--- config.mk ---
export PLATFORM = sky130hd
export DESIGN_NAME = dark_run_corner_detector
export DESIGN_NICKNAME = d
export VERILOG_FILES = /design/src/design/drcd_pkg.sv /design/src/design/drcd_cell.sv /design/src/design/drcd_chain.sv /design/src/design/dark_run_corner_detector.sv
export VERILOG_INCLUDE_DIRS = /design/src /design/src/design
export SDC_FILE = /design/constraint.sdc
export NUM_CORES = 1
export LEC_CHECK = 0
export ABC_AREA = 0
export BUFFER_PORTS_ARGS = -buffer_cell sky130_fd_sc_hd__buf_2
export CORE_MARGIN = 1
export CORE_UTILIZATION = 65
export DETAILED_ROUTE_END_ITERATION = 8
export PLACE_DENSITY = 0.82
export SETUP_SLACK_MARGIN = 0.05
export SLEW_MARGIN = 20
export SYNTH_ARGS = -nofsm -noshare
export SYNTH_HDL_FRONTEND = slang
export SYNTH_SLANG_ARGS = --single-unit
--- constraint.sdc ---
create_clock -name clk -period 53.4 [get_ports clk]
set_input_delay 8.01 -clock clk [delete_from_list [all_inputs] [get_ports clk]]
set_output_delay 8.01 -clock clk [all_outputs]
set_load 0.005 [all_outputs]
--- src/design/assert_macros.svh ---
// assertion macros shared by the dark run corner detector
`ifndef ASSERT_MACROS_SVH
`define ASSERT_MACROS_SVH

// same-cycle implication
`define DRCD_ASSERT_IMP(lbl, ante, cons, msg) \
	lbl: assert property (@(posedge clk) disable iff (!arst_n) (ante) |-> (cons)) \
		else $error(msg);

// next-cycle implication
`define DRCD_ASSERT_NXT(lbl, ante, cons, msg) \
	lbl: assert property (@(posedge clk) disable iff (!arst_n) (ante) |=> (cons)) \
		else $error(msg);

`endif

--- src/design/drcd_pkg.sv ---
// types and constants of the dark run corner detector
`timescale 1ns / 1ps

package drcd_pkg;

	localparam int WINDOW_LEN_DEF = 100;
	localparam int MAX_DIM_DEF    = 2048;

	localparam int COLOR_W     = 8;
	localparam int BRIGHT_W    = 10;
	localparam int BRIGHT_MAX  = 765;
	localparam int FIELD_W     = 12;
	localparam int DIM_REG_W   = 12;
	localparam int THRESH_W    = 17;
	localparam int OFFSET_W    = 7;
	localparam int CFG_DATA_W  = 17;
	localparam int CFG_INDEX_W = 2;
	localparam int IN_DATA_W   = 24;
	localparam int OUT_DATA_W  = 72;

	localparam logic [DIM_REG_W-1:0] WIDTH_RST  = DIM_REG_W'(1920);
	localparam logic [DIM_REG_W-1:0] HEIGHT_RST = DIM_REG_W'(1080);
	localparam logic [THRESH_W-1:0]  THRESH_RST = THRESH_W'(21000);
	localparam logic [OFFSET_W-1:0]  OFFSET_RST = OFFSET_W'(50);

	typedef enum logic [CFG_INDEX_W-1:0] {
		REG_FRAME_WIDTH  = 2'd0,
		REG_FRAME_HEIGHT = 2'd1,
		REG_DARK_THRESH  = 2'd2,
		REG_COL_OFFSET   = 2'd3
	} reg_index_t;

	typedef struct packed {
		logic                was_full;
		logic                full_now;
		logic [BRIGHT_W-1:0] tail;
	} ring_status_t;

	typedef struct packed {
		logic [COLOR_W-1:0] red;
		logic [COLOR_W-1:0] green;
		logic [COLOR_W-1:0] blue;
		logic               top_found;
		logic [FIELD_W-1:0] top_row;
		logic [FIELD_W-1:0] top_col;
		logic [FIELD_W-1:0] bottom_row;
		logic [FIELD_W-1:0] bottom_col;
		logic               frame_end;
	} result_t;

endpackage

--- src/design/drcd_cell.sv ---
// one brightness cell of the window shift chain
`timescale 1ns / 1ps

module drcd_cell (
	input  logic                          clk,
	input  logic                          en,
	input  logic [drcd_pkg::BRIGHT_W-1:0] d,
	output logic [drcd_pkg::BRIGHT_W-1:0] q
);
	import drcd_pkg::*;

	logic [BRIGHT_W-1:0] val_q;

	always_ff @(posedge clk) begin
		if (en) begin
			val_q <= d;
		end
	end

	assign q = val_q;

endmodule

--- src/design/drcd_chain.sv ---
// chain of brightness cells holding the sliding window, with fill tracking
`timescale 1ns / 1ps

module drcd_chain #(
	parameter int WINDOW_LEN = drcd_pkg::WINDOW_LEN_DEF
) (
	input  logic                          clk,
	input  logic                          arst_n,
	input  logic                          shift,
	input  logic                          clear,
	input  logic [drcd_pkg::BRIGHT_W-1:0] din,
	output drcd_pkg::ring_status_t        status
);
	import drcd_pkg::*;

	localparam int PTR_W = $clog2(WINDOW_LEN);
	localparam logic [PTR_W-1:0] LAST_SLOT = PTR_W'(WINDOW_LEN - 1);

	logic [BRIGHT_W-1:0] tap [WINDOW_LEN];
	logic [PTR_W-1:0]    fill_q;
	logic                full_q;
	logic                fill_last;

	for (genvar i = 0; i < WINDOW_LEN; i++) begin : g_cell
		if (i == 0) begin : g_head
			drcd_cell u_cell (
				.clk (clk),
				.en  (shift),
				.d   (din),
				.q   (tap[i])
			);
		end else begin : g_body
			drcd_cell u_cell (
				.clk (clk),
				.en  (shift),
				.d   (tap[i-1]),
				.q   (tap[i])
			);
		end
	end

	assign fill_last = (fill_q == LAST_SLOT);

	always_ff @(posedge clk or negedge arst_n) begin
		if (!arst_n) begin
			fill_q <= '0;
			full_q <= 1'b0;
		end else if (clear) begin
			fill_q <= '0;
			full_q <= 1'b0;
		end else if (shift) begin
			fill_q <= fill_last ? '0 : fill_q + 1'b1;
			if (fill_last) begin
				full_q <= 1'b1;
			end
		end
	end

	assign status.was_full = full_q;
	assign status.full_now = full_q | fill_last;
	assign status.tail     = tap[WINDOW_LEN-1];

	`include "assert_macros.svh"

	`DRCD_ASSERT_NXT(a_full_after_wrap, shift && !clear && fill_last, full_q, "window not full after wrap")
	`DRCD_ASSERT_NXT(a_clear_empties, clear, !full_q && fill_q == '0, "clear left window state")

endmodule

--- src/design/dark_run_corner_detector.sv ---
// dark run corner detector: top level with config, window sum, corners and output skid
`timescale 1ns / 1ps
// an accepted word is registered into the output word that drives m_tvalid, or into the skid word while that one waits
// throughput: one pixel per cycle while s_tready is high; the window sum and corner state are registered on acceptance
// a two-word output skid keeps s_tready high while one result waits for m_tready
// reset: registers take their defaults, frame state and counters clear
// window cells are not cleared; they are read only after a full wrap of the window

module dark_run_corner_detector #(
	parameter int WINDOW_LEN = drcd_pkg::WINDOW_LEN_DEF,
	parameter int MAX_DIM    = drcd_pkg::MAX_DIM_DEF
) (
	input  logic                             clk,
	input  logic                             arst_n,
	input  logic                             cfg_we,
	input  logic [drcd_pkg::CFG_INDEX_W-1:0] cfg_index,
	input  logic [drcd_pkg::CFG_DATA_W-1:0]  cfg_data,
	input  logic                             s_tvalid,
	output logic                             s_tready,
	input  logic [drcd_pkg::IN_DATA_W-1:0]   s_tdata,  // pixel_red, pixel_green, pixel_blue
	output logic                             m_tvalid,
	input  logic                             m_tready,
	// out_red, out_green, out_blue, top_row, top_col, bottom_row, bottom_col
	output logic [drcd_pkg::OUT_DATA_W-1:0]  m_tdata,
	output logic                             m_tuser,  // top_found
	output logic                             m_tlast   // frame_end
);
	import drcd_pkg::*;

	localparam int SUM_W = $clog2(WINDOW_LEN * BRIGHT_MAX + 1);
	localparam int CMP_W = (SUM_W > THRESH_W) ? SUM_W : THRESH_W;
	localparam int CNT_W = $clog2(MAX_DIM);
	localparam int DIM_W = CNT_W + 1;
	localparam int CMP_D = (DIM_W > DIM_REG_W) ? DIM_W : DIM_REG_W;
	localparam logic [FIELD_W-1:0] NONE = '1;

	// config registers
	logic [DIM_REG_W-1:0] width_q;
	logic [DIM_REG_W-1:0] height_q;
	logic [THRESH_W-1:0]  thresh_q;
	logic [OFFSET_W-1:0]  offset_q;

	always_ff @(posedge clk or negedge arst_n) begin
		if (!arst_n) begin
			width_q  <= WIDTH_RST;
			height_q <= HEIGHT_RST;
			thresh_q <= THRESH_RST;
			offset_q <= OFFSET_RST;
		end else if (cfg_we) begin
			case (reg_index_t'(cfg_index))
				REG_FRAME_WIDTH:  width_q  <= cfg_data[DIM_REG_W-1:0];
				REG_FRAME_HEIGHT: height_q <= cfg_data[DIM_REG_W-1:0];
				REG_DARK_THRESH:  thresh_q <= cfg_data[THRESH_W-1:0];
				REG_COL_OFFSET:   offset_q <= cfg_data[OFFSET_W-1:0];
				default: ;
			endcase
		end
	end

	// clamped frame size
	function automatic logic [DIM_W-1:0] clamp_dim(input logic [DIM_REG_W-1:0] raw);
		logic [CMP_D-1:0] ext;
		ext = CMP_D'(raw);
		if (ext == '0) begin
			return DIM_W'(1);
		end else if (ext > CMP_D'(MAX_DIM)) begin
			return DIM_W'(MAX_DIM);
		end
		return DIM_W'(ext);
	endfunction

	logic [DIM_W-1:0] width_cl;
	logic [DIM_W-1:0] height_cl;

	assign width_cl  = clamp_dim(width_q);
	assign height_cl = clamp_dim(height_q);

	// handshake and skid
	result_t out_s1;
	logic    out_v_s1;
	result_t skid_q;
	logic    skid_v_q;
	logic    acc;
	logic    take;

	assign s_tready = !skid_v_q;
	assign acc      = s_tvalid && s_tready;
	assign take     = out_v_s1 && m_tready;

	// window chain
	logic [COLOR_W-1:0]  pix_r, pix_g, pix_b;
	logic [BRIGHT_W-1:0] bright;
	ring_status_t        ring;
	logic                frame_end;

	assign pix_r  = s_tdata[COLOR_W-1:0];
	assign pix_g  = s_tdata[2*COLOR_W-1:COLOR_W];
	assign pix_b  = s_tdata[3*COLOR_W-1:2*COLOR_W];
	assign bright = BRIGHT_W'(pix_r) + BRIGHT_W'(pix_g) + BRIGHT_W'(pix_b);

	drcd_chain #(
		.WINDOW_LEN (WINDOW_LEN)
	) u_chain (
		.clk    (clk),
		.arst_n (arst_n),
		.shift  (acc),
		.clear  (acc && frame_end),
		.din    (bright),
		.status (ring)
	);

	// window sum and corner tracking
	logic [SUM_W-1:0]   sum_q;
	logic [SUM_W-1:0]   sum_next;
	logic               seen_q;
	logic [FIELD_W-1:0] top_row_q, top_col_q, bot_row_q, bot_col_q;
	logic [CNT_W-1:0]   row_q, col_q;
	logic               match;
	logic               last_col, last_row;
	logic               seen_n;
	logic [FIELD_W-1:0] top_row_n, top_col_n, bot_row_n, bot_col_n;

	assign sum_next = sum_q - (ring.was_full ? SUM_W'(ring.tail) : '0) + SUM_W'(bright);
	assign match    = ring.full_now && (CMP_W'(sum_next) < CMP_W'(thresh_q));
	assign last_col = (DIM_W'(col_q) + 1'b1) >= width_cl;
	assign last_row = (DIM_W'(row_q) + 1'b1) >= height_cl;
	assign frame_end = last_col && last_row;

	always_comb begin
		seen_n    = seen_q;
		top_row_n = top_row_q;
		top_col_n = top_col_q;
		bot_row_n = bot_row_q;
		bot_col_n = bot_col_q;
		if (match) begin
			if (!seen_q) begin
				seen_n    = 1'b1;
				top_row_n = FIELD_W'(row_q);
				top_col_n = FIELD_W'(col_q) - FIELD_W'(offset_q);
			end else begin
				bot_row_n = FIELD_W'(row_q);
				bot_col_n = FIELD_W'(col_q);
			end
		end
	end

	always_ff @(posedge clk or negedge arst_n) begin
		if (!arst_n) begin
			sum_q     <= '0;
			seen_q    <= 1'b0;
			top_row_q <= NONE;
			top_col_q <= NONE;
			bot_row_q <= NONE;
			bot_col_q <= NONE;
			row_q     <= '0;
			col_q     <= '0;
		end else if (acc) begin
			if (frame_end) begin
				sum_q     <= '0;
				seen_q    <= 1'b0;
				top_row_q <= NONE;
				top_col_q <= NONE;
				bot_row_q <= NONE;
				bot_col_q <= NONE;
				row_q     <= '0;
				col_q     <= '0;
			end else begin
				sum_q     <= sum_next;
				seen_q    <= seen_n;
				top_row_q <= top_row_n;
				top_col_q <= top_col_n;
				bot_row_q <= bot_row_n;
				bot_col_q <= bot_col_n;
				if (last_col) begin
					col_q <= '0;
					row_q <= row_q + 1'b1;
				end else begin
					col_q <= col_q + 1'b1;
				end
			end
		end
	end

	// result word
	result_t res;

	assign res.red        = pix_r;
	assign res.green      = pix_g;
	assign res.blue       = pix_b;
	assign res.top_found  = seen_n;
	assign res.top_row    = top_row_n;
	assign res.top_col    = top_col_n;
	assign res.bottom_row = bot_row_n;
	assign res.bottom_col = bot_col_n;
	assign res.frame_end  = frame_end;

	always_ff @(posedge clk or negedge arst_n) begin
		if (!arst_n) begin
			out_v_s1 <= 1'b0;
			skid_v_q <= 1'b0;
		end else if (take) begin
			if (skid_v_q) begin
				skid_v_q <= 1'b0;
			end else begin
				out_v_s1 <= acc;
			end
		end else if (acc) begin
			if (out_v_s1) begin
				skid_v_q <= 1'b1;
			end else begin
				out_v_s1 <= 1'b1;
			end
		end
	end

	always_ff @(posedge clk) begin
		if (take) begin
			if (skid_v_q) begin
				out_s1 <= skid_q;
			end else if (acc) begin
				out_s1 <= res;
			end
		end else if (acc) begin
			if (out_v_s1) begin
				skid_q <= res;
			end else begin
				out_s1 <= res;
			end
		end
	end

	assign m_tvalid = out_v_s1;
	assign m_tdata  = {out_s1.bottom_col, out_s1.bottom_row, out_s1.top_col,
	                   out_s1.top_row, out_s1.blue, out_s1.green, out_s1.red};
	assign m_tuser  = out_s1.top_found;
	assign m_tlast  = out_s1.frame_end;

	`include "assert_macros.svh"

	`DRCD_ASSERT_IMP(a_skid_behind_main, skid_v_q, out_v_s1, "skid word without main word")
	`DRCD_ASSERT_NXT(a_frame_clear, acc && frame_end, sum_q == '0 && !seen_q && col_q == '0, "frame state not cleared")
	`DRCD_ASSERT_IMP(a_no_top_none, out_v_s1 && !out_s1.top_found, out_s1.top_row == NONE && out_s1.top_col == NONE, "top corner set without flag")
	`DRCD_ASSERT_IMP(a_seen_drop, $fell(seen_q), $past(acc && frame_end), "corner flag dropped inside frame")

endmodule

==> results of run 1 <==
[state kept, by name, summed over array words and instances, names as in the netlist, 7 cells and up]
signal,cells
bot_col_q,12
bot_row_q,12
col_q,11
height_q,12
m_tdata,72
offset_q,7
row_q,11
skid_q,74
sum_q,17
thresh_q,17
top_col_q,12
top_row_q,12
u_chain.fill_q,7
u_chain.g_cell.g_body.u_cell.q,990
u_chain.g_cell.g_head.u_cell.q,10
width_q,12
[power by group through the flow]
stage	combinational [mW]	sequential (mW)	clock, mW
after floorplan	0.340	1.63	0
after detailed placement	0.487	1.41	0
after CTS	0.514	1.40	0.850
after global routing	0.562	1.41	0.886
final	0.524	1.40	0.836
after global placement	0.457	1.40	0
[critical path, delay by kind of cell]
kind            cells  cell delay (ns)
mux                 2             0.68
simple gates        7             1.51
compound gates     11             2.36
fa+ha+maj           6             2.31
buf+inv             5             0.46
[area by class of cell]
type	instances	area [um2]
clock inverter	77	743
timing repair buffer	139	783
fill	3644	18000
tap	931	1160
inverter	91	349
sequential	1294	38200
clock buffer	140	3040
multi-input combinational	870	6510
antenna	4	10.0
[metrics by stage]
stage,util (%),instances
after floorplan,-,2315
after global placement,68.3,3324
after detailed placement,68.3,3324
after CTS,73.8,3541
after global routing,73.8,3546
final,73.8,3546
[worst paths after layout]
kind | startpoint | slack (ns) | cells after the start | endpoint
hold / removal | u_chain.g_cell[91].g_body.u_cell.q[3] | 0.40 | 0 | u_chain.g_cell[92].g_body.u_cell.q[3]
hold reg to reg | u_chain.g_cell[91].g_body.u_cell.q[3] | 0.40 | 0 | u_chain.g_cell[92].g_body.u_cell.q[3]
min in group asynchronous | arst_n | 7.39 | 1 | row_q[5]
setup reg to reg | u_chain.full_q | 47.51 | 18 | m_tdata[63]
setup / recovery | s_tdata[8] | 38.47 | 31 | m_tdata[40]
max in group asynchronous | arst_n | 44.65 | 2 | offset_q[3]
[cell families (layout without fill, tap and decap cells)]
logic type	Yosys count	count (layout)	synth area share (%)
fa+ha+maj	94	94	2.93
mux	146	146	3.83
compound gates	190	190	2.65
flops	1294	1294	84.3
buf+inv	151	447	1.38
simple gates	394	394	3.98
other cells	0	4	0
xor+xnor	46	46	0.889
[per-layer routing]
layer	vias up	wire length (um)	track usage (%)
met5	-	13	0
met3	184	5160	3.72
li1	9114	-	-
met4	2	2220	7.94
met1	10591	35000	34.0
met2	935	40800	38.6
[cell usage in the layout, fill, tap and decap left out, drive strengths merged, types with 4 or more instances in the layout]
cell type	netlist	routed
buf	22	139
diode	0	4
nand4	6	6
nand2	212	212
clkinv	0	53
ha	74	74
nor4	8	8
nor3	11	11
mux2i	14	14
a31oi	8	8
mux2	132	132
a21oi	38	38
o211ai	8	8
clkinvlp	0	8
fa	20	20
clkbuf	38	140
o31ai	11	11
or2	4	4
edfxtp	1148	1148
and3	13	13
a22o	4	4
xnor2	26	26
dfrtp	83	83
and2	18	18
bufinv	0	11
xor2	20	20
inv	91	96
nand3	45	45
nand2b	16	16
nor2	42	42
a21o	12	12
nor2b	7	7
o22ai	7	7
dfstp	63	63
o21a	8	8
o21ai	65	65
==> run summary, run 1 <==
The run finished with clean final reports. The area fraction of the dominant cell type after synthesis was 76.1%; the total track usage was 23.9%. The mapped netlist covers 45300 um2. The longest clock path from root to sink contains 3 buffers. The run gives 115 as the TritonCTS buffer count. The largest individual stage delay along the critical path comes from the cell sky130_fd_sc_hd__fa_1. The quantity of I/O buffers inserted on ports is 123, and the largest vdd supply drop is 0.100 mV. The final net count is 2653. The run gives 206 as the maximum number of pins on one net before global-route repair. The critical path startpoint category is an input pin. The tightest slew margin relative to the limit is 25.5%, and the share of flip-flops with an asynchronous set or reset is 11.3%. The finished cells cover 50800 um2. Measured along the x axis, the die boundary spans 266 um. The run gives 19.0% as the logic gate share of total power. Net switching is 28.5% of the power. The H-tree was split into 3 levels.

The half-perimeter wire length of the detailed placement result was 41000 um. Class of the tightest hold or removal check: reg -> reg. The final-report hold violation count is 0. The critical path is of the in -> reg type. After floorplanning, the core was sized to cover 68800 um2.

The number of pins with negative max-slew slack in the final report is 0. After detailed placement, the total cell area comes to 47000 um2. Sort of element at the end of the critical path: a flop. Sequential cells account for 50.7% of the total power.

Setup slack on the critical path of the routed design comes to 38.47 ns. For the count of endpoints failing setup in the final report, the log shows 0. The final routed wire length divided by cell count came out at 23.5 um. In the synthesized netlist the dominant register cell turns out to be sky130_fd_sc_hd__edfxtp_1.

The fraction of the cycle the final worst path needs came out at 28.0%. Yosys attributes the largest share of cell area to sky130_fd_sc_hd__edfxtp_1, sky130_fd_sc_hd__dfrtp_1, sky130_fd_sc_hd__dfstp_2, sky130_fd_sc_hd__mux2_2, sky130_fd_sc_hd__ha_1. In the final layout, the share of cells above drive strength 1 is 20.1%.

Setup repair after global routing left no endpoint under its margin. For the post-cts resize count, the log shows 0. The worst path needs 14.93 ns of the cycle, external delays included.

The total of flip-flops plus latches after synthesis was 1294. The tools report the site row count as 96. After clock tree synthesis, the clock-pin slew on the worst setup and hold paths is 0.07 ns.

The signed area change from the synthesized netlist to the final layout is 12.2%. For this block, the via count after detailed routing is 20826. OpenSTA, run right after detailed placement, puts the worst setup slack at 38.21 ns. The number of maximum-capacitance constraint violations is 0, and the power density of the placed cells is 54.3 nW/um2.

For the routability-driven placement congestion ratio, the log shows 0.824. The number of cells produced by synthesis was 2315. The average size of a mapped cell was 19.6 um2.

The initial antenna violation count is 5. Dividing the detail-routed via count by the number of cells gives 5.87. The die covers 70800 um2.

TritonCTS built the clock tree. The pre-antenna-repair detailed-routing pass consisted of 7 iterations. The fmax is 0.0670 GHz. The final sum of negative setup slack was 0 ns; the violation count after the first detailed-routing iteration was 1997. The vertical die dimension was 266 um. For this run, design rule violations remaining after detail routing come to 0. STA puts the critical path data arrival time at 15.36 ns. The total length of routed wires is 83200 um. Per report_power, the clock group accounts for 30.3% of the total.

The tools report the latest clock arrival within the worst-skew pair as 0.68 ns. The initial core utilization came out at 65.8%. By count the netlist is led by sky130_fd_sc_hd__edfxtp_1, sky130_fd_sc_hd__nand2_1, sky130_fd_sc_hd__mux2_2.

When the netlist entered floorplanning its net count stood at 2457. The library cell used as clock root buffer is sky130_fd_sc_hd__clkbuf_16. The logs give 0.0307 ns for the maximum clock skew at final layout and 1294 for the total clock sinks. The total net switching power is 0.787 mW, and the via count of the first global-routing pass is 21065. The Yosys step of the flow raised 0 warnings. During I/O placement, the number of pins put on the boundary was 124. The tools report the power consumption as 2.76 mW. Number of library cell types mapped by synthesis: 68. The cts-stage hold buffer count is 0. The remaining global-route overflow came out at 0. In this run the worst path has a maximum fanout of 27.

The largest single stage delay on the critical path is 0.59 ns. Largest area contributor in the netlist: sky130_fd_sc_hd__edfxtp_1. The number of buffers inserted by post-CTS setup repair was 0. For the worst setup path, the data required time is 53.82 ns. The run gives 0.399 ns as the hold slack. The run gives 1.97 mW as the internal power.

The remaining number of nets flagged by the antenna check after routing is 0. The analysis attributes to cell leakage a power of 17.0 nW. The first-pass GRT wire length is 127000 um, and the count of flip-flops with a built-in enable after synthesis is 1148. At the pin with the least slew margin, the transition time is 1.12 ns.

Summing the sequential cell areas from Yosys gives 84.3% of the chip area. Most numerous cell in the Yosys netlist: sky130_fd_sc_hd__edfxtp_1.
Note: power is estimated with default switching activity, not from simulation.
==> run 2, diff against run 1 <==
--- a/config.mk
+++ b/config.mk
@@ -9,9 +9,9 @@
 export ABC_AREA = 0
 export BUFFER_PORTS_ARGS = -buffer_cell sky130_fd_sc_hd__buf_2
 export CORE_MARGIN = 1
-export CORE_UTILIZATION = 65
+export CORE_UTILIZATION = 61
 export DETAILED_ROUTE_END_ITERATION = 8
-export PLACE_DENSITY = 0.82
+export PLACE_DENSITY = 0.77
 export SETUP_SLACK_MARGIN = 0.05
 export SLEW_MARGIN = 20
 export SYNTH_ARGS = -nofsm -noshare
==> constraint.sdc (replaced) <==
create_clock -name clk -period 15.19 [get_ports clk]
set_input_delay 2.2785 -clock clk [delete_from_list [all_inputs] [get_ports clk]]
set_output_delay 2.2785 -clock clk [all_outputs]
set_load 0.005 [all_outputs]
==> run 2 against run 1 <==
  * First-iteration DRC count rose by 9.4%
  * Final cell count rose by 0.96%
  * Largest power group unchanged
  * Worst setup slack got worse by 32 ns
  * Clock skew rose by 0.041 ns
  * The run now ends with design-rule violations left
  * Worst hold slack got worse by 0.014 ns
  * Register-to-register slack got worse by 38 ns
  * Sequential cell count did not move
  * Wire length fell by 4.9%
==> run summary, run 2 (synthesis gave the netlist of run 1 again) <==
The run finished, with violations left. The final reports fail on design-rule violations. The tools report the number of buffers inserted by post-CTS setup repair as 0 (unchanged). The largest vdd supply drop was 0.152 mV (+52%); the maximum clock insertion buffer count was 3 (unchanged). The final non-filler cell area was 51100 um2 (+0.59%); the final routed wire length divided by cell count was 22.1 um (-5.8%).

The area used by sequential logic in the layout came out at 38200 um2 (unchanged). The run gives 50.5% (-0.2 points) as the sequential group share of total power. Power density of the placed cells: 190 nW/um2 (+250%).

The cell sitting at the root of the clock tree is a sky130_fd_sc_hd__clkbuf_16. The final period demand of the worst path was 8.69 ns. Relative to the synthesized area, the layout overhead comes to 12.8%.

The slew at the pin closest to its max-slew limit is 1.10 ns (-0.0187 ns), and the core footprint is 73200 um2 (+6.4%). The violation count after the first detailed-routing iteration was 2184 (+9.4%); the flip-flop count of the largest register, all copies and words added was 990 (unchanged). The total number of H-tree levels is 3 (unchanged), and the latest clock arrival within the worst-skew pair is 0.71 ns (+0.03 ns). The share of cells above drive strength 1 was 20.5% (+0.47 points); the number of pins with negative max-slew slack in the final report was 0 (unchanged).

For the total clock sinks, the log shows 1294 (unchanged). The final net count came out at 2657 (+0.15%). Remaining global-route overflow: 0 (unchanged). The switching fraction of total power is 27.6% (-0.93 points).

The tools report the total net switching power as 2.68 mW (+240%). The tools report the static leakage as 17.1 nW (+0.78%). The run gives 99 (+3.1%) as the site row count.

Leaving out fill and tap cells, the most frequent cell in the layout is sky130_fd_sc_hd__edfxtp_1. The run gives 75400 um2 (+6.5%) as the die area. The worst setup slack after layout was 6.50 ns (-31.96 ns). Broken down by cell family, the worst path's largest delay share belongs to compound AO/OA/AOI/OAI gates. The tools report the critical path required time as 15.57 ns (-38.25 ns). Setup repair after global routing left no endpoint under its margin. Maximum net fanout on the critical path: 24 (-11%). Total track usage: 21.3% (-2.6 points). Count of buffer and inverter cells on the critical path: 5 (unchanged). Of the available clock period, the critical path in the final layout requires 57.2%.

The worst setup path is of the in -> reg kind. For this design, the slowest cell found on the critical path is sky130_fd_sc_hd__fa_1. Total area of multi-input combinational cells: 6510 um2 (about the same). The class of the tightest hold or removal check was reg -> reg. The tools report the number of maximum-capacitance constraint violations as 0 (unchanged). The half-perimeter wire length of the detailed placement result was 41200 um (+0.58%). The TritonCTS buffer count is 117 (+1.7%), and the met2 usage is 32.6% (-6.0 points). The tightest slew margin relative to the limit came out at 26.8% (+1.2 points). For the final sum of negative setup slack, the log shows 0 ns (unchanged). The first-pass GRT wire length is 121000 um (-4.5%), and the iteration count of the initial detailed-routing pass is 8 (+1).

The tools report the via count of the first global-routing pass as 20613 (-2.1%). The vertical die dimension was 275 um (+3.2%); the initial antenna violation count was 5 (unchanged). The cts-stage hold buffer count is 0 (unchanged).

The post-cts resize count is 0 (unchanged), and the overall die width is 275 um (+3.2%). The tools report the count of endpoints failing setup in the final report as 0 (unchanged). The run gives 31.3% (+1.0 points) as the clock network power share.

For the maximum clock skew at final layout, the log shows 0.0718 ns (+0.0411 ns). The tools report the via total after detailed routing as 20507 (-1.5%). The worst setup slack before clock tree synthesis was 5.91 ns (-32.29 ns). The met1 track demand over resource is 31.8% (-2.3 points). The global routing stage identified its most utilized layer as met2. The remaining number of nets flagged by the antenna check after routing came out at 0 (unchanged). Static timing analysis puts the maximum clock frequency at 0.115 GHz. For the total of fill cells in the finished design, the log shows 4352 (+19%). The logic gate share of total power was 18.2% (-0.8 points). The worst setup path is captured at a flop. For the power consumption, the log shows 9.71 mW (+250%).

The routability-driven placement congestion ratio was 0.845 (+2.6%); the quantity of I/O buffers inserted on ports was 123 (unchanged). The top cell types in the final layout, fill and taps aside, are sky130_fd_sc_hd__edfxtp_1, sky130_fd_sc_hd__nand2_1, sky130_fd_sc_hd__buf_2. The tools report the initial core utilization as 61.9% (-3.9 points). The tools report the area after detailed placement as 47000 um2 (about the same).

STA classifies the critical path startpoint as an input pin. The average vias per placed instance was 5.73 (-2.5%); the critical path's largest stage delay was 0.53 ns (-0.06 ns). The total length of routed wires was 79100 um (-4.9%). TritonCTS built the clock tree. The hold slack was 0.385 ns (-0.0141 ns). The final-report hold violation count was 0 (unchanged); the worst path arrival time was 9.07 ns (-6.29 ns).

Met3 track demand over resource: 3.86% (+0.14 points). The tools report the internal power as 7.03 mW (+260%). For the maximum number of pins on one net before global-route repair, the log shows 225 (+9.2%).

The post-route DRC violation count is 9 (+9). The boundary pin count is 124 (unchanged), and the clock-pin slew on the worst setup and hold paths is 0.07 ns (about the same).
-- run 2: final cells by class --
class,count,share of cell area [%]
clock inverters,75,1.63
flip-flops and latches,1294,74.8
inverters,91,0.683
clock buffers,148,6.20
multi-input cells,870,12.7
repair buffers,141,1.64
well taps,959,2.35
diodes,2,0.00979
-- run 2: worst register-to-register path, cell delays in order (launching register included) --
cell	delay (ns)
sky130_fd_sc_hd__dfrtp_1	0.54
sky130_fd_sc_hd__and2_1	0.25
sky130_fd_sc_hd__fa_1	0.49
sky130_fd_sc_hd__inv_1	0.04
sky130_fd_sc_hd__ha_1	0.31
sky130_fd_sc_hd__inv_1	0.08
sky130_fd_sc_hd__nor4_1	0.58
sky130_fd_sc_hd__o21ai_0	0.24
sky130_fd_sc_hd__a31oi_1	0.37
sky130_fd_sc_hd__nor2_1	0.10
sky130_fd_sc_hd__xnor2_1	0.15
sky130_fd_sc_hd__ha_1	0.30
sky130_fd_sc_hd__o21a_1	0.14
sky130_fd_sc_hd__a21oi_2	0.07
sky130_fd_sc_hd__and3_1	0.15
sky130_fd_sc_hd__a221o_2	0.48
sky130_fd_sc_hd__nand2_4	0.40
sky130_fd_sc_hd__mux2_2	0.45
sky130_fd_sc_hd__mux2_2	0.27
-- run 2: through the flow --
step,std cells,utilization [%]
floorplan,2315,-
global placement,3352,64.2
detailed placement,3352,64.2
CTS,3575,69.7
global route,3578,69.8
finish,3580,69.8
-- run 2: path summary, 6_finish.rpt --
| path | start | slack (ns) | to | depth (start not counted) |
|---|---|---|---|---|
| setup / recovery | s_tdata[1] | 6.50 | m_tdata[63] | 31 |
| hold / removal | u_chain.g_cell[60].g_body.u_cell.q[6] | 0.39 | u_chain.g_cell[61].g_body.u_cell.q[6] | 0 |
| setup reg to reg | u_chain.full_q | 9.48 | m_tdata[63] | 18 |
| hold reg to reg | u_chain.g_cell[60].g_body.u_cell.q[6] | 0.39 | u_chain.g_cell[61].g_body.u_cell.q[6] | 0 |
| max in group asynchronous | arst_n | 12.35 | height_q[1] | 2 |
| min in group asynchronous | arst_n | 1.59 | row_q[10] | 1 |
-- run 2: routing by layer --
metal / share of wire, % / wire, um / up-vias
met3: 6.6 / 5250 / 154
li1: - / - / 9132
met2: 46 / 36800 / 772
met5: 0.014 / 11 / -
met1: 45 / 35400 / 10447
met4: 2.2 / 1720 / 2
-- run 2: power groups by stage --
stage / combinational, mW / clock, mW / sequential, mW
2_1_floorplan: 1.19 / 0 / 5.10
3_3_place_gp: 1.64 / 0 / 4.93
5_1_grt: 1.95 / 3.23 / 4.95
6_report: 1.77 / 3.04 / 4.90
4_1_cts: 1.74 / 3.10 / 4.91
3_5_place_dp: 1.72 / 0 / 4.94
